$ cat src/hdl/eaf_pkg.sv
// ----------------------------------------------------------------------------
// eaf_pkg
// shared types and constants of the elastic audio fifo
// ----------------------------------------------------------------------------
package eaf_pkg;

    localparam int FRAME_W        = 32;
    localparam int REG_W          = 14;
    localparam int NUM_REGS       = 6;
    localparam int CFG_IDX_W      = 3;
    localparam int TDATA_W        = 48;
    localparam int TUSER_W        = 1;
    localparam int RING_DEPTH_DEF = 16384;

    // register indexes
    localparam logic [CFG_IDX_W-1:0] REG_BLOCK_FRAMES   = 3'd0;
    localparam logic [CFG_IDX_W-1:0] REG_STRETCH_FRAMES = 3'd1;
    localparam logic [CFG_IDX_W-1:0] REG_LOW_THRESHOLD  = 3'd2;
    localparam logic [CFG_IDX_W-1:0] REG_HIGH_THRESHOLD = 3'd3;
    localparam logic [CFG_IDX_W-1:0] REG_STRONG_CONSUME = 3'd4;
    localparam logic [CFG_IDX_W-1:0] REG_MILD_CONSUME   = 3'd5;

    // register reset values
    localparam logic [REG_W-1:0] BLOCK_FRAMES_RST   = 14'd800;
    localparam logic [REG_W-1:0] STRETCH_FRAMES_RST = 14'd800;
    localparam logic [REG_W-1:0] LOW_THRESHOLD_RST  = 14'd1600;
    localparam logic [REG_W-1:0] HIGH_THRESHOLD_RST = 14'd2400;
    localparam logic [REG_W-1:0] STRONG_CONSUME_RST = 14'd792;
    localparam logic [REG_W-1:0] MILD_CONSUME_RST   = 14'd796;

    typedef enum logic {
        OP_PUSH = 1'b0,
        OP_PULL = 1'b1
    } op_t;

    typedef enum logic [1:0] {
        MODE_NORMAL  = 2'd0,
        MODE_STRETCH = 2'd1,
        MODE_STARVED = 2'd2
    } mode_t;

    typedef struct packed {
        op_t                op;
        logic [FRAME_W-1:0] frame;
    } item_t;

    typedef struct packed {
        logic [REG_W-1:0] block_frames;
        logic [REG_W-1:0] stretch_frames;
        logic [REG_W-1:0] low_threshold;
        logic [REG_W-1:0] high_threshold;
        logic [REG_W-1:0] strong_consume;
        logic [REG_W-1:0] mild_consume;
    } cfg_t;

    typedef struct packed {
        logic             start;
        logic [REG_W-1:0] dividend;
        logic [REG_W-1:0] divisor;
    } div_req_t;

    typedef struct packed {
        logic             done;
        logic [REG_W-1:0] quotient;
        logic [REG_W-1:0] remainder;
    } div_rsp_t;

endpackage

$ cat src/hdl/eaf_div.sv
// ----------------------------------------------------------------------------
// eaf_div
// restoring divider, one quotient bit per cycle
// ----------------------------------------------------------------------------
module eaf_div
(
    input  logic              clk,
    input  logic              rst_n,
    input  eaf_pkg::div_req_t req,
    output eaf_pkg::div_rsp_t rsp
);

    localparam int W     = eaf_pkg::REG_W;
    localparam int CNT_W = $clog2(W);

    logic [W-1:0]     rem_reg;
    logic [W-1:0]     rem_next;
    logic [W-1:0]     quo_reg;
    logic [W-1:0]     quo_next;
    logic [W-1:0]     dsr_reg;
    logic [CNT_W-1:0] cnt_reg;
    logic             busy_reg;
    logic             done_reg;
    logic [W:0]       partial;
    logic [W:0]       diff;

    always_comb
    begin
        partial = {rem_reg, quo_reg[W-1]};
        diff    = partial - {1'b0, dsr_reg};
        if (partial >= {1'b0, dsr_reg})
        begin
            rem_next = diff[W-1:0];
            quo_next = {quo_reg[W-2:0], 1'b1};
        end
        else
        begin
            rem_next = partial[W-1:0];
            quo_next = {quo_reg[W-2:0], 1'b0};
        end
    end

    always_ff @(posedge clk or negedge rst_n)
    begin
        if (!rst_n)
        begin
            busy_reg <= 1'b0;
            done_reg <= 1'b0;
            cnt_reg  <= '0;
        end
        else
        begin
            done_reg <= 1'b0;
            if (req.start)
            begin
                busy_reg <= 1'b1;
                cnt_reg  <= '0;
            end
            else if (busy_reg)
            begin
                cnt_reg <= cnt_reg + 1'b1;
                if (cnt_reg == CNT_W'(W - 1))
                begin
                    busy_reg <= 1'b0;
                    done_reg <= 1'b1;
                end
            end
        end
    end

    always_ff @(posedge clk)
    begin
        if (req.start)
        begin
            rem_reg <= '0;
            quo_reg <= req.dividend;
            dsr_reg <= req.divisor;
        end
        else if (busy_reg)
        begin
            rem_reg <= rem_next;
            quo_reg <= quo_next;
        end
    end

    assign rsp.done      = done_reg;
    assign rsp.quotient  = quo_reg;
    assign rsp.remainder = rem_reg;

endmodule

$ cat config.mk
export PLATFORM = sky130hd
export DESIGN_NAME = eaf_div
export DESIGN_NICKNAME = d
export VERILOG_FILES = /design/src/hdl/eaf_pkg.sv /design/src/hdl/eaf_div.sv
export SDC_FILE = /design/constraint.sdc
export NUM_CORES = 1
export LEC_CHECK = 0
export BUFFER_PORTS_ARGS = -buffer_cell sky130_fd_sc_hd__buf_2
export CAP_MARGIN = 20
export CORE_ASPECT_RATIO = 1.75
export CORE_MARGIN = 8
export CORE_UTILIZATION = 25
export CTS_CLUSTER_SIZE = 16
export DETAILED_ROUTE_END_ITERATION = 16
export PLACE_DENSITY = 0.49
export SYNTH_ARGS = -nofsm -noshare
export SYNTH_HDL_FRONTEND = slang
export SYNTH_SLANG_ARGS = --single-unit
$ cat constraint.sdc
create_clock -name clk -period 4.4 [get_ports clk]
set_clock_uncertainty 0.05 [all_clocks]
set_input_delay 0 -clock clk [delete_from_list [all_inputs] [get_ports clk]]
set_output_delay 0 -clock clk [all_outputs]
set_load 0.02 [all_outputs]
# After elaboration in Yosys (flattened, before gate mapping)
# Index checks and enable logic that the tools add are counted.
dict set report classes {
  n_addsub 2
  n_lt_le_gt_ge 1
  eq_ne 1
  mux 12
  n_reduce_logical 1
}
# cell count
set ops {}
lappend ops {{2-to-1 mux 14 bit} 3}
lappend ops {{greater-or-equal comparator 15 x 14 -> 1 bit} 1}
lappend ops {{subtractor 14 bit} 1}
lappend ops {{2-to-1 mux 4 bit} 2}
lappend ops {{2-to-1 mux 1 bit} 7}
lappend ops {{adder 4 x 1 -> 4 bit (second input constant)} 1}
lappend ops {{equality test 4 bit (second input constant)} 1}
lappend ops {{nonzero test 2 bit} 1}
dict set report word_totals {
  reg_bits 48
  input_bits 31
  output_inout_bits 29
  word_cells 23
}

# Logic depth before layout (Yosys ltp)
# Gate-level depths: netlist of the first run.
dict set report logic_depth {
  depth_word 4
  ltp_mapped 10
}

# Worst setup path after synthesis of the first run
# Ideal clock, no wire load.
dict set report synth_path {
  path_kind {reg2reg}
  startpoint {register quo_reg[13]}
  endpoint {register rem_reg[12]}
  setup_time_ps 143
  arrival_time_ps 2350
  setup_slack_ps 1857
  path_stages_with_launch 11
  n_path_buf 0
  cell_sequence {edfxtp_1 > inv_1 > ha_1 > inv_1 > fa_1 > nand3_1 > a21oi_1 > a211oi_1 > nor3_1 > o41ai_1 > a311oi_1}
}
dict set report synth_via {
  elab_chain_len 2
}
# element line_no
set synth_rtl {}
lappend synth_rtl {{start: declaration} eaf_div.sv:18} ;# logic [W-1:0] quo_reg;
lappend synth_rtl {{start signal: assignment} eaf_div.sv:76} ;# quo_reg <= req.dividend;
lappend synth_rtl {{start signal: assignment} eaf_div.sv:82} ;# quo_reg <= quo_next;
lappend synth_rtl {{subtractor 14 bit / greater-or-equal comparator 15 x 14 -> 1 bit (equally long branches)} {eaf_div.sv:30, eaf_div.sv:31}}
lappend synth_rtl {{2-to-1 mux 14 bit (*)} eaf_div.sv:31} ;# if (partial >= {1'b0, dsr_reg})
lappend synth_rtl {{end signal: assignment} eaf_div.sv:81} ;# rem_reg <= rem_next;
lappend synth_rtl {{end: declaration} eaf_div.sv:16} ;# logic [W-1:0] rem_reg;
# Every way passes the cells marked *; elsewhere a longest branch is shown, timed or not.
# A chain may end at the register's enable or synchronous reset.

# Worst setup path in the final report of the first run
# Ends and elaborated chain as after synthesis.

==> impl_metrics.toml, run 1 <==
[clock_tree]
cts_resized = 0
cts.clk_slew.worst_paths_ps = 70
htree_num_levels = 2
worstSkewPairLatency_ps = 300
cts.sinks = 48
cts_buffer_depth = 2
cts_tree = "yes"
hold_buffers = 29
cts_setup_buffers = 0
cts_buffers = 5
cts-root-buf = "clkbuf_16"

[yosys]
async_flop_share = 0.1250
synth_warnings = 0
synth_edf_count = 28
yosys-top-cells-area = "edfxtp_1 (30%), dfxtp_1 (10%), ha_1 (7.6%)"
ys.flop_type = "edfxtp_1"
synth_seq_cells = 48
synth_top_area_frac = 0.3019
postSynthAreaPerCell_um2 = 10.67
synth_common_cells = "edfxtp_1 (28), nand2_1 (24), nor2_1 (20), inv_1 (18), ha_1 (17)"
syn-num-nets = 310
synth_cell_types = 54
syn_inst = 261
yosysTopAreaCell = "edfxtp_1"
yosysMostFrequentCell = "edfxtp_1"
ys_seq_area_frac = 0.4564
synth_area_um2 = 2785

[routing]
wl_mm = 7.218
wl_per_cell_um = 15.10
vias = 2308
drt-initial-drc-count = 102
via_per_inst = 4.828
drc_errors = 0
firstDrtPassIters = 4
drtAntennaViolNets = 0

[global_routing]
grt_pass1_vias = 2442
gr-total-overflow = 0
grt_pass1_wl_mm = 11.70
grt_max_degree = 46
antenna_found_initial = 0
track_usage = 0.09963

[worst_setup_path]
worstSetupStartpointType = "flip-flop"
r2r_end = "rem_reg[12]"
cpPeakStageDelay_ps = 560
endpoint_kind = "flip-flop"
cp_data_required_time_ps = 4500
crit_chain = "inv_1 > ha_1 > inv_1 > fa_1 > nand3_1 > a21oi_1 > a211oi_1 > nor3_1 > o41ai_1 > a311oi_1"
arrival_ps = 2800
crit_slowest_cell = "a211oi_1"
worstSetupPathType = "flip-flop to flip-flop"
reg2reg_slack_ps = 1700
r2r-start = "quo_reg[13]"
path_max_fanout = 4
path_common_cell = "inv_1"
r2r_cells = 10

[die]
die_y_um = 155.6
die_w_um = 95.79
initial_core_util = 0.2538
ios = 60
die_area_um2 = 14910
rows = 51
core-area_um2 = 10980

[sta]
fmax_mhz = 370.9
drv_slew = 0
setup_viol = 0
rsz0062_at_grt = "false"
hold_violations = 0
slew_headroom = 0.5747
fin_tns_setup_ps = 0
worstMarginPinSlew_ps = 634.2
fin_crit_sh = 0.6127
post-route-min-period_ps = 2696

[placed_design]
port_buffers = 59
dp.final_hpwl_mm = 5.411
gp_congestion = 0.8038
dp_cells = 441

[power]
p_leak_nw = 1.586
ir_drop_v = 0.0002146
p_per_area_nw_per_um2 = 534.3

[final_layout]
area_delta_synth_final_pct = 30.28
multi_input_comb_area_um2 = 1373
fillerInstances = 1156
antenna_cells = 0
instances_no_fill = 478
fin_util = 0.3306
drive_gt1_frac = 0.2717
nets = 394
regArea_um2 = 1271

[run]
drv_cap = 0

[min_path]
hold_class = "input pin to async pin"

[run_status]
status = "finished, final reports clean"
[power by group]
group / total, mW / switching [mW] / leakage (nW) / internal (mW)
combinational: 0.900 / 0.534 / 1.03 / 0.366
sequential: 0.646 / 0.0796 / 0.477 / 0.566
clock: 0.393 / 0.180 / 0.0742 / 0.213
[placed cells by master (no fill, tap or decap), types with 3 or more instances in the layout]
cell type      instances
mux2_2                14
nor3b_1                3
xnor2_1                4
o41ai_1                3
nor2_1                20
a311oi_2               5
buf_2                 59
a211oi_1               3
mux2i_1                3
xor2_1                 5
a41oi_1                4
edfxtp_1              28
dfrtp_1                6
nand3b_1               3
clkbuf_16              5
ha_1                  17
nand3_1                5
a21o_1                 6
o21ai_0                3
dfxtp_1               14
nand2b_1               4
a311oi_1               4
dlygate4sd3_1         29
a21oi_1               12
inv_1                 18
nand4_1                6
nand2_1               24
[metrics by stage]
stage	setup slack, ps	cell area (um^2)	total power, mW	hold WS [ps]
final	1704	3628	1.939	3.771
after global routing	1432	3628	2.068	35.60
after CTS	1682	3628	1.971	5.102
after detailed placement	1719	3191	1.547	-218.4
after global placement	1791	3191	1.547	-217.1
after floorplan	1857	2785	1.312	-345.6
[metal layers]
metal,global-route usage,up-vias,part of all wire
li1,-,1133,-
met5,0,-,0
met3,0.02120,18,0.043
met4,0.06485,0,0.047
met2,0.1819,67,0.54
met1,0.09553,1090,0.37
[final cells by class]
type	count	area share
Inverter	19	0.01966
Timing Repair Buffer	90	0.1655
Clock buffer	5	0.03448
Sequential cell	48	0.3503
Clock inverter	3	0.006207
Multi-Input combinational cell	181	0.3783
Tap cell	132	0.04552
[worst max-delay path: cells and delay by family, from the launching register on]
family	cells	cell delay, ps
buffers and inverters	2	150
AND/OR/NAND/NOR	2	250
AO/OA/AOI/OAI	4	1150
flip-flops	1	410
adder cells (fa/ha/maj)	2	550
[worst max path at each step]
stage	depth (start not counted)	from	slack, ps	endpoint
finish	10	quo_reg[13]	1700	rem_reg[12]
global route	10	quo_reg[13]	1430	rem_reg[12]
CTS	10	quo_reg[13]	1680	rem_reg[12]
detailed placement	10	quo_reg[13]	1720	rem_reg[12]
global placement	10	quo_reg[13]	1790	rem_reg[12]
floorplan	10	quo_reg[13]	1860	rem_reg[12]
[kinds of logic (layout without fill, tap and decap cells)]
logic type	after synthesis	after routing	synth area share
buffers and inverters	32	117	0.05076
flip-flops	48	48	0.4564
XOR/XNOR	9	9	0.02830
AO/OA/AOI/OAI	56	56	0.1667
adder cells (fa/ha/maj)	18	18	0.08356
multiplexers	17	17	0.06739
AND/OR/NAND/NOR	81	81	0.1469
Note: power is estimated with default switching activity, not from simulation.
==> run 2: changes to the inputs <==
--- a/config.mk
+++ b/config.mk
@@ -5,6 +5,7 @@
 export SDC_FILE = /design/constraint.sdc
 export NUM_CORES = 1
 export LEC_CHECK = 0
+export ABC_AREA = 1
 export BUFFER_PORTS_ARGS = -buffer_cell sky130_fd_sc_hd__buf_2
 export CAP_MARGIN = 20
 export CORE_ASPECT_RATIO = 1.75
==> constraint.sdc (replaced) <==
create_clock -name clk -period 2.5 [get_ports clk]
set_clock_uncertainty 0.05 [all_clocks]
set_input_delay 0 -clock clk [delete_from_list [all_inputs] [get_ports clk]]
set_output_delay 0 -clock clk [all_outputs]
set_load 0.02 [all_outputs]
==> impl_metrics.toml, run 2 <==
[worst_setup_path]
crit_chain = "ha_1 > a21oi_1 > nand2_1 > a21oi_4 > nand3_4 > nand2_1 > nand2_1"
cp_data_required_time_ps = 2500
path_common_cell = "nand2_1"
r2r-start = "rem_reg[9]"
crit_slowest_cell = "ha_1"
cp_num_buf_inv = 0
worstSetupStartpointType = "flip-flop"
arrival_ps = 2210
path_max_fanout = 24
critPathTopFamily = "simple AND/OR/NAND/NOR gates"
worstSetupPathType = "flip-flop to flip-flop"
crit_start = "rem_reg[9]"
endpoint_kind = "flip-flop"
cpPeakStageDelay_ps = 390

[yosys]
yosysMostFrequentCell = "nand2_1"
syn-num-nets = 422
ys.flop_type = "edfxtp_1"
synth_common_cells = "nand2_1 (135), inv_1 (51), edfxtp_1 (28), nand3_1 (26), nor2_1 (25)"
postSynthAreaPerCell_um2 = 7.839
synth_warnings = 0
ys_seq_area_frac = 0.4347
synth_seq_cells = 48
syn_inst = 373
synth_cell_types = 38
synth_top_area_frac = 0.2875
synth_edf_count = 28
yosysTopAreaCell = "edfxtp_1"
synth_area_um2 = 2924
yosys-top-cells-area = "edfxtp_1 (29%), nand2_1 (17%), dfxtp_1 (9.6%)"
async_flop_share = 0.1250

[global_routing]
grt_pass1_wl_mm = 13.82
grt_max_degree = 25
track_usage = 0.1132
gr-total-overflow = 0
grt_pass1_vias = 2863
antenna_found_initial = 0

[die]
initial_core_util = 0.2539
die_area_um2 = 15550
core-area_um2 = 11520
ios = 60
die_y_um = 159.1
rows = 52
die_w_um = 97.75

[sta]
slew_headroom = 0.5709
fin_tns_setup_ps = 0
fin_crit_sh = 0.8867
fmax_mhz = 451.1
drv_slew = 0
whs_ps = 9.102
post-route-min-period_ps = 2217
worstMarginPinSlew_ps = 643.0
rsz0062_at_grt = "false"
hold_violations = 0
setup_viol = 0

[routing]
via_per_inst = 4.431
drc_errors = 0
vias = 2663
wl_mm = 8.517
drt-initial-drc-count = 138
wl_per_cell_um = 14.17
firstDrtPassIters = 4
drtAntennaViolNets = 0

[power]
p_per_area_nw_per_um2 = 883.2
ir_drop_v = 0.0004309
p_leak_nw = 1.950

[placed_design]
port_buffers = 59
gp_congestion = 0.9031
dp.final_hpwl_mm = 6.725
dp_cells = 564

[final_layout]
regArea_um2 = 1271
multi_input_comb_area_um2 = 1400
final_common_cell = "nand2_1"
fillerInstances = 1216
antenna_cells = 0
nets = 514
layout_common_cells = "nand2_1 (135), buf_2 (59), inv_1 (51), dlygate4sd3_1 (29), edfxtp_1 (28)"
instances_no_fill = 601
fin_util = 0.3299
area_delta_synth_final_pct = 29.91
drive_gt1_frac = 0.2039

[clock_tree]
cts_buffers = 5
htree_num_levels = 2
cts.sinks = 48
cts_tree = "yes"
cts-root-buf = "clkbuf_16"
worstSkewPairLatency_ps = 300
cts_buffer_depth = 2
cts.clk_slew.worst_paths_ps = 70
cts_resized = 0

[min_path]
hold_class = "input pin to async pin"

[run]
drv_cap = 0

[run_status]
status = "finished, final reports clean"
-- run 2: cell count changes in the layout (fill, tap and decap cells not counted), moves of 5 or more --
cell      delta
nand2_2      +7
nor2_2       +9
nor2_1       +5
a311oi_2     -5
nand2_1    +111
nand3_1     +21
mux2_2      -14
inv_1       +33
a21o_1       -5
-- run 2: cell families (layout without fill, tap and decap cells) --
| kind of cell | Yosys count | in the layout | share of synthesized area |
|---|---|---|---|
| and+or+nand+nor | 220 | 220 | 0.3346 |
| AOI/OAI and AO/OA | 20 | 20 | 0.04365 |
| adders and majority gates | 18 | 18 | 0.07959 |
| DFF | 48 | 48 | 0.4347 |
| buffers and inverters | 60 | 153 | 0.08643 |
| xor gates and xnor gates | 7 | 7 | 0.02097 |
-- run 2: what timing repair did --
action	in CTS	in global routing
buffers inserted	0	0
hold endpoints to repair	34	0
hold buffers	29	0
setup endpoints to repair	0	0
-- run 2: report_power, final --
| group | total, mW | leakage, nW | internal, mW | switching, mW |
|---|---|---|---|---|
| sequential | 1.09 | 0.483 | 0.976 | 0.118 |
| clock | 0.684 | 0.0635 | 0.368 | 0.316 |
| combinational | 1.58 | 1.40 | 0.565 | 1.01 |
| total | 3.36 | 1.95 | 1.91 | 1.45 |
-- run 2: layer usage --
layer	share of wire	up-vias	routed length, um	track usage
met5	0	-	0	0
met4	0.045	0	382	0.07138
met3	0.044	19	373	0.02802
met2	0.55	68	4651	0.2180
met1	0.37	1208	3109	0.1008
li1	-	1368	-	-
-- run 2: worst paths after layout --
check,to,slack [ps],depth (start not counted)
min,cnt_reg[1],9,2
max,quo_reg[0],280,7
min in group clk,dsr_reg[0],100,1
max reg2reg,quo_reg[0],280,7
max in group asynchronous,cnt_reg[0],2240,2
min reg2reg,rem_reg[13],440,2
-- run 2: per-stage QoR --
step	power [mW]	cell area [um^2]	setup slack [ps]
global route	3.624	3799	115.6
finish	3.355	3799	283.2
global placement	2.668	3364	287.7
floorplan	2.271	2924	465.6
CTS	3.395	3799	285.7
detailed placement	2.664	3364	304.1
-- run 2: layout make-up --
cell class              instances  area share
multi-input cells             265      0.3686
clock buffers                   5     0.03294
repair buffers                 92      0.1621
flip-flops and latches         48      0.3347
clock inverters                 3    0.004941
well taps                     135     0.04447
inverters                      53     0.05237
