`config.mk`:
```
export PLATFORM = sky130hd
export DESIGN_NAME = eaf_front
export DESIGN_NICKNAME = d
export VERILOG_FILES = /design/src/hdl/eaf_pkg.sv /design/src/hdl/eaf_front.sv
export SDC_FILE = /design/constraint.sdc
export NUM_CORES = 1
export LEC_CHECK = 0
export BUFFER_PORTS_ARGS = -buffer_cell sky130_fd_sc_hd__buf_4
export CAP_MARGIN = 20
export CELL_PAD_IN_SITES_DETAIL_PLACEMENT = 1
export CELL_PAD_IN_SITES_GLOBAL_PLACEMENT = 1
export CORE_MARGIN = 10
export CORE_UTILIZATION = 44
export DETAILED_ROUTE_END_ITERATION = 10
export GPL_ROUTABILITY_DRIVEN = 0
export PLACE_DENSITY_LB_ADDON = 0.1
export SETUP_SLACK_MARGIN = 0.2
export SLEW_MARGIN = 15
export SYNTH_ARGS = -nofsm -noshare
export SYNTH_HDL_FRONTEND = slang
export SYNTH_SLANG_ARGS = --single-unit
```
`constraint.sdc`:
```
create_clock -name clk -period 3 [get_ports clk]
set_clock_uncertainty 0.05 [all_clocks]
set_input_delay 0.75 -clock clk [delete_from_list [all_inputs] [get_ports clk]]
set_output_delay 0.75 -clock clk [all_outputs]
set_load 0.005 [all_outputs]
```
`src/hdl/eaf_pkg.sv`:
```
// ----------------------------------------------------------------------------
// eaf_pkg
// shared types and constants of the elastic audio fifo
// ----------------------------------------------------------------------------
package eaf_pkg;

    localparam int FRAME_W        = 32;
    localparam int REG_W          = 14;
    localparam int NUM_REGS       = 6;
    localparam int CFG_IDX_W      = 3;
    localparam int TDATA_W        = 48;
    localparam int TUSER_W        = 1;
    localparam int RING_DEPTH_DEF = 16384;

    // register indexes
    localparam logic [CFG_IDX_W-1:0] REG_BLOCK_FRAMES   = 3'd0;
    localparam logic [CFG_IDX_W-1:0] REG_STRETCH_FRAMES = 3'd1;
    localparam logic [CFG_IDX_W-1:0] REG_LOW_THRESHOLD  = 3'd2;
    localparam logic [CFG_IDX_W-1:0] REG_HIGH_THRESHOLD = 3'd3;
    localparam logic [CFG_IDX_W-1:0] REG_STRONG_CONSUME = 3'd4;
    localparam logic [CFG_IDX_W-1:0] REG_MILD_CONSUME   = 3'd5;

    // register reset values
    localparam logic [REG_W-1:0] BLOCK_FRAMES_RST   = 14'd800;
    localparam logic [REG_W-1:0] STRETCH_FRAMES_RST = 14'd800;
    localparam logic [REG_W-1:0] LOW_THRESHOLD_RST  = 14'd1600;
    localparam logic [REG_W-1:0] HIGH_THRESHOLD_RST = 14'd2400;
    localparam logic [REG_W-1:0] STRONG_CONSUME_RST = 14'd792;
    localparam logic [REG_W-1:0] MILD_CONSUME_RST   = 14'd796;

    typedef enum logic {
        OP_PUSH = 1'b0,
        OP_PULL = 1'b1
    } op_t;

    typedef enum logic [1:0] {
        MODE_NORMAL  = 2'd0,
        MODE_STRETCH = 2'd1,
        MODE_STARVED = 2'd2
    } mode_t;

    typedef struct packed {
        op_t                op;
        logic [FRAME_W-1:0] frame;
    } item_t;

    typedef struct packed {
        logic [REG_W-1:0] block_frames;
        logic [REG_W-1:0] stretch_frames;
        logic [REG_W-1:0] low_threshold;
        logic [REG_W-1:0] high_threshold;
        logic [REG_W-1:0] strong_consume;
        logic [REG_W-1:0] mild_consume;
    } cfg_t;

    typedef struct packed {
        logic             start;
        logic [REG_W-1:0] dividend;
        logic [REG_W-1:0] divisor;
    } div_req_t;

    typedef struct packed {
        logic             done;
        logic [REG_W-1:0] quotient;
        logic [REG_W-1:0] remainder;
    } div_rsp_t;

endpackage

```
`src/hdl/eaf_front.sv`:
```
// ----------------------------------------------------------------------------
// eaf_front
// input side: takes items, decodes the operation, two-entry queue to the back
// ----------------------------------------------------------------------------
module eaf_front
(
    input  logic                         clk,
    input  logic                         rst_n,
    input  logic                         in_valid,
    output logic                         in_ready,
    input  logic                         in_op,
    input  logic [eaf_pkg::FRAME_W-1:0]  in_frame,
    output logic                         item_valid,
    output eaf_pkg::item_t               item,
    input  logic                         item_pop
);

    eaf_pkg::item_t entry_reg [2];
    logic           wr_ptr_reg;
    logic           wr_ptr_next;
    logic           rd_ptr_reg;
    logic           rd_ptr_next;
    logic [1:0]     count_reg;
    logic [1:0]     count_next;
    logic           push;
    logic           pop;
    eaf_pkg::item_t new_item;

    assign in_ready   = (count_reg != 2'd2);
    assign item_valid = (count_reg != 2'd0);
    assign item       = entry_reg[rd_ptr_reg];
    assign push       = in_valid && in_ready;
    assign pop        = item_pop && item_valid;

    always_comb
    begin
        new_item.op    = in_op ? eaf_pkg::OP_PULL : eaf_pkg::OP_PUSH;
        new_item.frame = in_frame;
        wr_ptr_next    = push ? ~wr_ptr_reg : wr_ptr_reg;
        rd_ptr_next    = pop ? ~rd_ptr_reg : rd_ptr_reg;
        count_next     = count_reg + {1'b0, push} - {1'b0, pop};
    end

    always_ff @(posedge clk or negedge rst_n)
    begin
        if (!rst_n)
        begin
            wr_ptr_reg <= 1'b0;
            rd_ptr_reg <= 1'b0;
            count_reg  <= 2'd0;
        end
        else
        begin
            wr_ptr_reg <= wr_ptr_next;
            rd_ptr_reg <= rd_ptr_next;
            count_reg  <= count_next;
        end
    end

    always_ff @(posedge clk)
    begin
        if (push)
        begin
            entry_reg[wr_ptr_reg] <= new_item;
        end
    end

endmodule

```
Word-level counts from Yosys, hierarchy flattened
Memory sizes are Yosys's and may differ from the RTL's.
Cells that the tools add are included.
{"block": "word_totals", "ram_bits": 66, "inputBits": 37, "mem_count": 1, "word_cells": 15, "latch_bits": 0, "out_inout_bits": 35, "reg_bits": 4, "romBits": 0}
{"block": "op_classes", "div_mod_pow": 0, "reduce_logical": 3, "muxes": 3, "shifts": 0, "multipliers": 0, "order_cmp": 0, "eq_ne": 1, "bitwise_logic": 2, "addsub": 2}
{"name": "entry_reg", "depth": 2, "width": 33, "read_ports": 1, "rd_clocked_by_memory_dff": 0, "write_ports": 1, "line": "eaf_front.sv:18", "rtl": "eaf_pkg::item_t entry_reg [2];"}
{"cell": "1-bit two-way mux", "n": 3}
{"cell": "2-bit by 1-bit adder with 2-bit output", "n": 1}
{"cell": "1-bit logical AND", "n": 2}
{"cell": "2-bit inequality test, second input constant", "n": 1}
{"cell": "1-bit NOT", "n": 2}
{"cell": "2-bit nonzero test", "n": 1}
{"cell": "2-bit by 1-bit subtractor with 2-bit output", "n": 1}

Logic depth before layout (Yosys ltp)
Gate-level depths: netlist of the first run.
{"block": "depth", "depth_word": 4, "ltp_mapped": 7, "depth_no_buf": 7}

Least setup slack after synthesis of the first run
Ideal clock, no wire load.
{"block": "synth_path", "kind": "input to register", "start": "input port in_valid", "end": "memory entry_reg[0][0] (netlist name) (enable)", "arrival_ns": 2.240, "path_stages": 2, "setup_time_ns": 0.423, "path_slack_ns": 0.287, "cell_sequence": "nand2_1 > nor2_1"}
{"block": "synth_between", "elab_chain_len": 3}
{"item": "from (decl)", "line": "eaf_front.sv:9", "rtl": "input logic in_valid,"}
{"item": "1-bit logical AND", "line": "eaf_front.sv:32", "rtl": "assign push = in_valid && in_ready;"}
{"item": "1-bit two-way mux", "line": "eaf_front.sv:62", "rtl": "if (push)"}
{"item": "1-bit two-way mux (implied by the code)", "line": "eaf_front.sv:64", "rtl": "entry_reg[wr_ptr_reg] <= new_item;"}
{"item": "to (decl)", "line": "eaf_front.sv:18"}
No other way between the ends.

==> metrics, run 1 <==
outcome=completed; Switching Share=26.58%; CTS tree=done; CP Capture Type=primary output; Setup TNS=0 ps; maximum fanout along the worst path=18; Top Ports=72; Synth Instances=120; Hold-fix buffers, CTS=0; Port Buf Inserts=71; fmax=389.4 MHz; area grow syn2layout=30.00%; DR top layer=met4; routed vias=1326; initial drt markers=54; GRT Resource Usage Total=10.61%; htree depth=3; Leak Pwr=1.414 nW; Clk pwr share=21.8%; fin. max-slew vios=0; Hold WC Path Type=in2async; kind of critical path=reg2out; Slew @ Worst Pin=818.9 ps; PostCTS Resize Cnt=0; core area=0.005956 mm2; final hold violations=0; crit path launch type=register; Core Rows=28; Chip Width=98.43 um; sequential fraction of the synthesis area=76.93%; share of layout cells above drive strength 1=60.49%; largest area contributor in the netlist=edfxtp_1; Synth top area share=73.23%; clk slew on worst S/H paths=70 ps; GR Overflow Total=0; Syn Std Cell Area=0.002706 mm2; total design power=0.003306 W; Worst slew margin=45.41%; drt drc=0; WL per Instance=18.81 um; Yosys cell types=15; DRT Pass-1 Iters=6; max reg flops=66; post-synth net total=159; antenna violations before repair=0; period utilisation layout=85.59%; WL met1=1.902 mm; Die ar.=0.009687 mm2; Synth Area per Inst=22.55 um2; crit path cell chain=buf_12 > mux2_4 > buf_4; final cell count without fillers=280; Worst VDD drop=471.1 uV; Synth area leaders=edfxtp_1 (73%), mux2_4 (16%), dfrtp_1 (3.7%), buf_6 (1.7%), mux2_2 (1.7%); Int Pwr=0.002427 W; die height=98.43 um; CTS Root Cell=clkbuf_8; Routed Antenna Nets=0; WP data required=2200 ps; clock network latency to the later pin of the worst-skew pair=320 ps; crit path time final=2568 ps; vias per inst=4.736; fin nets=239; RSZ-0062 raised after global routing=false; Slowest-stage cell, CP=dfrtp_2; vias in the first global route=1527; met2 WL post-DR=2.917 mm; Filler cells=568; clk buf depth=2; largest net degree at the start of global routing=34; DR WL met3=432 um; Flop pwr share=44.8%; total wire length=5.268 mm; Sw Pwr=0.0008787 W; TritonCTS Buffers=9; slowest cell delay on critical path=730 ps; diode count=0; maxcap violations=0; yosys warns=0; placed cell count=264; # setup viols final=0; Post-CTS Setup Repair Bufs=0; HPWL after DPL=3.829 mm; Initial Util=45.44%; CTS Sinks=70; Arrival @ worst endpoint=1770 ps; first-pass GRT wire length=7.955 mm; pwr dens=939.5 mW/mm2; combinational fraction of design power=33.4%; #FFs+latches synth=70
## routing by layer
layer  vias to the layer above  GRT usage [%]
met5                         -              0
met4                         0          3.638
met3                         2          5.656
met2                        49          19.42
met1                       651          9.758
li1                        624              -
## cell usage after synthesis, drive strengths merged
library cell and number:
inv 1, buf 4, or2 1, nand2 1
nand2b 1, dfrtp 4, ha 2, xnor2 3
and3 1, edfxtp 66, nor2 1, mux2 33
xor2 1, and2 1
## layout by cell type (no fill, tap or decap), types with 2 or more instances in the layout
cell type / count
buf_4: 72
edfxtp_1: 66
mux2_4: 29
clkbuf_8: 10
mux2_2: 4
xnor2_1: 3
dfrtp_1: 3
ha_1: 2
clkinv_2: 2
clkbuf_1: 2
## final timing paths
check	start	endpoint	slack [ps]	cells after the start
min reg2reg	count_reg[0]	count_reg[0]	500	1
min	rst_n	count_reg[1]	150	1
max reg2reg	count_reg[1]	count_reg[1]	1170	7
max in group asynchronous	rst_n	rd_ptr_reg	2630	1
min in group clk	count_reg[0]	count_reg[0]	500	1
max	rd_ptr_reg	item[11]	430	3
## layout make-up
cell class	count	area, um2	area share, %
clock buffers	12	145.1	4.125
repair buffers	73	560.5	15.93
multi-input cells	45	584.3	16.61
inverters	1	3.754	0.1067
clock inverters	4	47.55	1.351
flip-flops and latches	70	2083	59.21
well taps	75	93.84	2.667
## through the flow
stage               util (%)  hold WS, ps  setup WS [ps]  instance area [um2]
floorplan                  -        404.4          287.2                 2706
global placement       55.84        446.1          799.3                 3326
CTS                    59.08        139.9          411.5                 3518
detailed placement     55.84        481.1          774.1                 3326
global route           59.08        126.7          345.1                 3518
finish                 59.08        154.7          432.2                 3518
## power by group through the flow
stage	Sequential (W)	Combinational [W]	Clock (W)
floorplan	0.00141	0.000714	0
global placement	0.00148	0.00110	0
detailed placement	0.00150	0.00113	0
CTS	0.00148	0.00114	0.000743
global route	0.00150	0.00120	0.000792
finish	0.00148	0.00111	0.000720
## cells by family after synthesis
| group | count (synthesis) | synth area share, % |
|---|---|---|
| AND/OR/NAND/NOR | 6 | 1.295 |
| flip-flops | 70 | 76.93 |
| XOR/XNOR | 4 | 1.295 |
| adder cells (fa/ha/maj) | 2 | 0.9245 |
| multiplexers | 33 | 17.75 |
| buffers and inverters | 5 | 1.803 |
## critical path: cells and delay by family, from the launching register on
family,cells,cell delay [ps]
flops,1,730
buf+inv,2,400
mux,1,310
No activity file was read; power rests on OpenSTA's default activity.
==> inputs of run 2 (changes only) <==
- ABC_AREA: unset -> 1
- CORE_UTILIZATION: 44 -> 41
==> run 2 against run 1 <==
Effect of this change:
- final area decreased by 0.39%
- area after synthesis decreased by 0.69%
- largest power group unchanged
- critical path type unchanged
- highest routed layer unchanged
- combinational power about the same
- cell count increased by 30%
==> metrics, run 2 <==
Top Ports=72 (unchanged); die height=101.0 um (was 98.43 um); fmax=418.3 MHz (was 389.4 MHz); kind of critical path=reg2out (unchanged); Routed Antenna Nets=0 (unchanged); crit path time final=2391 ps (was 2568 ps); count leader, synth=nand2_1 (was edfxtp_1); most common cell after layout, fill and taps aside=nand2_1 (was buf_4); Leak Pwr=1.533 nW (was 1.414 nW); outcome=completed (unchanged); crit path launch type=register (unchanged); Yosys cell types=12 (was 15); Synth Instances=204 (was 120); Flop pwr share=42.6% (was 44.8%); CTS Sinks=70 (unchanged); TritonCTS Buffers=9 (unchanged); Arrival @ worst endpoint=1590 ps (was 1770 ps); Syn Std Cell Area=0.002688 mm2 (was 0.002706 mm2); Port Buf Inserts=71 (unchanged); Die ar.=0.01019 mm2 (was 0.009687 mm2); reg-to-reg critical path startpoint=count_reg[0] (was count_reg[1]); Post-synth EDFFs=66 (unchanged); CTS Root Cell=clkbuf_8 (unchanged); WL per Instance=15.86 um (was 18.81 um); Clk pwr share=23.9% (was 21.8%); most frequent cells in the layout=nand2_1 (102), buf_4 (74), edfxtp_1 (66) (was buf_4 (72), edfxtp_1 (66), mux2_4 (29)); antenna violations before repair=0 (unchanged); Core Rows=29 (was 28); CTS tree=done (unchanged); critical path startpoint=rd_ptr_reg (unchanged); fin nets=322 (was 239); htree depth=3 (unchanged); GR Overflow Total=0 (unchanged); share of layout cells above drive strength 1=35.42% (was 60.49%); area grow syn2layout=30.40% (was 30.00%); pwr dens=957.3 mW/mm2 (was 939.5 mW/mm2); period utilisation layout=79.69% (was 85.59%); drt drc=0 (unchanged); PostCTS Resize Cnt=0 (unchanged); Sw Pwr=0.001056 W (was 0.0008787 W); Chip Width=101.0 um (was 98.43 um); Hold-fix buffers, CTS=0 (unchanged); # setup viols final=0 (unchanged); initial drt markers=47 (was 54); Synth Area per Inst=13.17 um2 (was 22.55 um2); Int Pwr=0.002299 W (was 0.002427 W); Post-CTS Setup Repair Bufs=0 (unchanged); fin. max-slew vios=0 (unchanged); HPWL after DPL=4.136 mm (was 3.829 mm); #FFs+latches synth=70 (unchanged); Slew @ Worst Pin=605.3 ps (was 818.9 ps); maximum fanout along the worst path=15 (was 18); total wire length=5.789 mm (was 5.268 mm); Hold WC Path Type=in2async (unchanged); CP Capture Type=primary output (unchanged); maxcap violations=0 (unchanged); post-synth net total=243 (was 159); clk slew on worst S/H paths=70 ps (about the same); Initial Util=42.33% (was 45.44%); diode count=0 (unchanged); Worst slew margin=59.60% (was 45.41%); asr flop ratio synth=5.714% (unchanged); vias per inst=4.690 (was 4.736); clk buf depth=2 (unchanged); DRT Pass-1 Iters=4 (was 6); reg-to-reg slack, setup=1290 ps (was 1170 ps); Filler cells=665 (was 568); final hold violations=0 (unchanged); WP data required=2200 ps (about the same); sequential fraction of the synthesis area=77.47% (was 76.93%); GRT Resource Usage Total=11.52% (was 10.61%); Commonest cells post-synth=nand2_1 (102), edfxtp_1 (66), nand2_2 (10), inv_1 (8) (was edfxtp_1 (66), mux2_4 (29), buf_6 (4), dfrtp_1 (4), mux2_2 (4)); clock network latency to the later pin of the worst-skew pair=320 ps (about the same); prevailing post-synth register cell=edfxtp_1 (unchanged); RSZ-0062 raised after global routing=false (unchanged); vias in the first global route=1893 (was 1527); Synth area leaders=edfxtp_1 (74%), nand2_1 (14%), dfrtp_1 (3.7%), nand2_2 (2.3%), buf_6 (1.7%) (was edfxtp_1 (73%), mux2_4 (16%), dfrtp_1 (3.7%), buf_6 (1.7%), mux2_2 (1.7%)); Setup TNS=0 ps (unchanged); Critical R2R Capture=entry_reg[0][26] (was count_reg[1]); yosys warns=0 (unchanged); largest area contributor in the netlist=edfxtp_1 (unchanged); Worst VDD drop=421.4 uV (was 471.1 uV); Synth top area share=73.74% (was 73.23%); combinational fraction of design power=33.5% (was 33.4%); first-pass GRT wire length=9.197 mm (was 7.955 mm); Switching Share=31.48% (was 26.58%); worst hold slack=156.6 ps (was 154.7 ps); core area=0.006350 mm2 (was 0.005956 mm2); largest net degree at the start of global routing=35 (was 34); worst r2r path cells=5 (was 7); routed vias=1712 (was 1326); max reg flops=66 (unchanged)
==> run 2: power groups by stage <==
| stage | clock network [W] | registers [W] | logic [W] |
|---|---|---|---|
| 6_report | 0.000802 | 0.00143 | 0.00112 |
| 5_1_grt | 0.000860 | 0.00145 | 0.00128 |
| 4_1_cts | 0.000814 | 0.00143 | 0.00117 |
| 3_3_place_gp | 0 | 0.00144 | 0.00114 |
| 3_5_place_dp | 0 | 0.00145 | 0.00116 |
| 2_1_floorplan | 0 | 0.00141 | 0.000633 |
==> run 2: per-layer routing <==
layer | vias to the layer above | global-route usage (%) | share of wire (%)
met1 | 826 | 12.35 | 40
met2 | 47 | 19.85 | 52
met3 | 8 | 4.595 | 7.6
met4 | 0 | 4.502 | 1.2
met5 | - | 0 | 0
li1 | 831 | - | -
==> run 2: cells by family (layout without fill, tap and decap cells) <==
| kind of cell | Yosys count | in the layout | synth area share (%) |
|---|---|---|---|
| simple gates | 116 | 116 | 17.27 |
| buf+inv | 16 | 100 | 4.329 |
| flops | 70 | 70 | 77.47 |
| fa+ha+maj | 2 | 2 | 0.9309 |
==> run 2: layout make-up <==
type                       instances  area, um2  share of cell area, %
clock buffer                       9      123.9                  3.534
clock inverter                     7      88.84                  2.535
inverter                           9      41.29                  1.178
multi-input combinational        118      496.7                  14.17
sequential                        70       2082                  59.41
tap                               77      96.34                  2.749
timing repair buffer              75      575.6                  16.42
==> run 2: metrics by stage <==
stage	power [W]	utilization (%)	cell area (um2)	setup WS, ps	cells
6_report	0.003355	55.19	3505	609.3	365
5_1_grt	0.003596	55.19	3505	455.5	365
4_1_cts	0.003419	55.19	3505	549.1	365
3_5_place_dp	0.002617	51.84	3292	933.9	349
3_3_place_gp	0.002586	51.84	3292	922.0	349
2_1_floorplan	0.002043	-	2688	297.3	204
==> run 2: worst max-delay path by stage <==
stage                            to  slack (ps)  depth (start not counted)
floorplan           entry_reg[1][0]         300                          2
global placement            item[8]         920                          4
detailed placement          item[4]         930                          4
CTS                        item[14]         550                          4
global route                item[8]         460                          4
finish                      item[8]         610                          4
==> run 2: worst max-delay path, cell delays in order, from the launching register on <==
cell	delay, ps
dfrtp_1	700
buf_4	310
nand2_1	70
nand2_1	80
buf_4	110
==> inputs of run 3 (changes only) <==
- CORE_UTILIZATION: 41 -> 37
- clock period: 3 -> 2.14 ns (I/O delays scaled with it)
==> run 3 against run 2 <==
Effect of this change:
- die area up 8.6%
- critical path depth unchanged
- sequential cell count unchanged
- combinational power up 47%
- critical path type unchanged
- largest cell class unchanged
==> metrics, run 3 (synthesized netlist as in run 2, its figures left out) <==
outcome=completed (unchanged); CTS Root Cell=clkbuf_8 (unchanged); share of layout cells above drive strength 1=35.96% (was 35.42%); first-pass GRT wire length=9.418 mm (was 9.197 mm); HPWL after DPL=4.149 mm (was 4.136 mm); most common cell after layout, fill and taps aside=nand2_1 (unchanged); CP Capture Type=primary output (unchanged); maxcap violations=0 (unchanged); Core Rows=31 (was 29); Die ar.=0.01107 mm2 (was 0.01019 mm2); max reg flops=66 (unchanged); initial drt markers=27 (was 47); antenna violations before repair=0 (unchanged); worst r2r path cells=4 (was 5); Initial Util=37.45% (was 42.33%); Hold WC Path Type=in2reg (was in2async); die height=105.2 um (was 101.0 um); drt drc=0 (unchanged); pwr dens=1332 mW/mm2 (was 957.3 mW/mm2); Hold Path Depth=1; Flop pwr share=41.8% (was 42.6%); fin nets=326 (was 322); Placed Instance Area=0.003339 mm2 (was 0.003292 mm2); Top Ports=72 (unchanged); reg-to-reg slack, setup=630 ps (was 1290 ps); vias in the first global route=1897 (was 1893); maximum fanout along the worst path=34 (was 15); Slew @ Worst Pin=286.2 ps (was 605.3 ps); clk slew on worst S/H paths=70 ps (about the same); htree depth=3 (unchanged); cell area after layout=0.003585 mm2 (was 0.003505 mm2); final hold violations=0 (unchanged); crit path time final=1898 ps; period utilisation layout=88.68%; Setup TNS=0 ps (unchanged); RSZ-0062 raised after global routing=true (was false); GRT Resource Usage Total=10.85% (was 11.52%); Int Pwr=0.003287 W (was 0.002299 W); kind of critical path=reg2out (unchanged); Clk pwr share=23.6% (was 23.9%); Sw Pwr=0.001488 W (was 0.001056 W); Worst VDD drop=779.5 uV (was 421.4 uV); WL per Instance=15.05 um (was 15.86 um); Switching Share=31.17% (was 31.48%); area grow syn2layout=33.38% (was 30.40%); core area=0.007176 mm2 (was 0.006350 mm2); Leak Pwr=1.562 nW (was 1.533 nW); total wire length=5.885 mm (was 5.789 mm); Routed Antenna Nets=0 (unchanged); worst hold slack=325.9 ps (was 156.6 ps); Chip Width=105.2 um (was 101.0 um); TritonCTS Buffers=9 (unchanged); diode count=0 (unchanged); clk buf depth=2 (unchanged); GR Overflow Total=0 (unchanged); combinational fraction of design power=34.6% (was 33.5%); min-delay src=in_frame[14]; Arrival @ worst endpoint=1310 ps (was 1590 ps); Critical R2R Capture=entry_reg[1][29] (was entry_reg[0][26]); WP data required=1550 ps (was 2200 ps); most frequent cells in the layout=nand2_1 (102), buf_4 (76), edfxtp_1 (66) (was nand2_1 (102), buf_4 (74), edfxtp_1 (66)); vias per inst=4.358 (was 4.690); Hold Path Sink=entry_reg[1][14]; largest net degree at the start of global routing=35 (unchanged); Port Buf Inserts=71 (unchanged); worst setup margin=242.3 ps (was 609.3 ps); fin. max-slew vios=0 (unchanged); fmax=527.0 MHz; CTS tree=done (unchanged); pre-CTS setup slack=385.5 ps (was 933.9 ps); reg-to-reg critical path startpoint=count_reg[1] (was count_reg[0]); Filler cells=789 (was 665); CTS Sinks=70 (unchanged); Worst slew margin=80.87% (was 59.60%); DRT Pass-1 Iters=3 (was 4); routed vias=1704 (was 1712); clock network latency to the later pin of the worst-skew pair=330 ps (was 320 ps); crit path launch type=register (unchanged); Final Core Density=49.96% (was 55.19%); # setup viols final=0 (unchanged)
-- run 3: stage by stage --
stage | total power [W] | instances
floorplan | 0.002870 | 204
global placement | 0.003665 | 372
detailed placement | 0.003704 | 372
CTS | 0.004895 | 391
global route | 0.005138 | 391
finish | 0.004776 | 391
-- run 3: final cells by class --
type	count	area [um2]	share of cell area, %
flip-flops and latches	70	2083	58.12
repair buffers	79	620.6	17.31
multi-input cells	118	496.7	13.86
clock buffers	10	127.6	3.560
well taps	99	123.9	3.456
clock inverters	6	86.33	2.408
inverters	9	46.29	1.291
-- run 3: metal layers --
layer	vias up	track usage (%)	wire length, um
met5	-	0	0
met1	809	11.02	2356
met4	0	3.824	69
met2	44	19.29	3104
met3	6	4.872	355
li1	845	-	-
-- run 3: what timing repair did --
action                                 4_1_cts  5_1_grt
setup buffers                                2        0
hold buffers                                 1        0
gates cloned                                 0        0
endpoints found under the hold margin        4        0
setup endpoints to repair                   33       33
resized for setup                            2        0
-- run 3: power by group through the flow --
stage / Sequential, W / Combinational, W / Clock (W)
6_report: 0.00199 / 0.00165 / 0.00113
4_1_cts: 0.00200 / 0.00173 / 0.00117
5_1_grt: 0.00202 / 0.00190 / 0.00122
3_5_place_dp: 0.00203 / 0.00167 / 0
2_1_floorplan: 0.00197 / 0.000899 / 0
3_3_place_gp: 0.00202 / 0.00165 / 0
-- run 3: worst max path at each step --
stage / from / to / slack [ps] / depth (start not counted)
global placement: rd_ptr_reg / item[31] / 390 / 4
CTS: rd_ptr_reg / item[4] / 200 / 4
global route: rd_ptr_reg / item[32] / 120 / 4
finish: rd_ptr_reg / item[31] / 240 / 4
detailed placement: rd_ptr_reg / item[17] / 390 / 4
floorplan: in_valid / entry_reg[0][0] / 420 / 2
-- run 3: critical path, cell delays in order, from the launching register on --
cell     delay [ps]
dfrtp_2         510
inv_12          190
nand2_1          80
nand2_1          80
buf_4           110
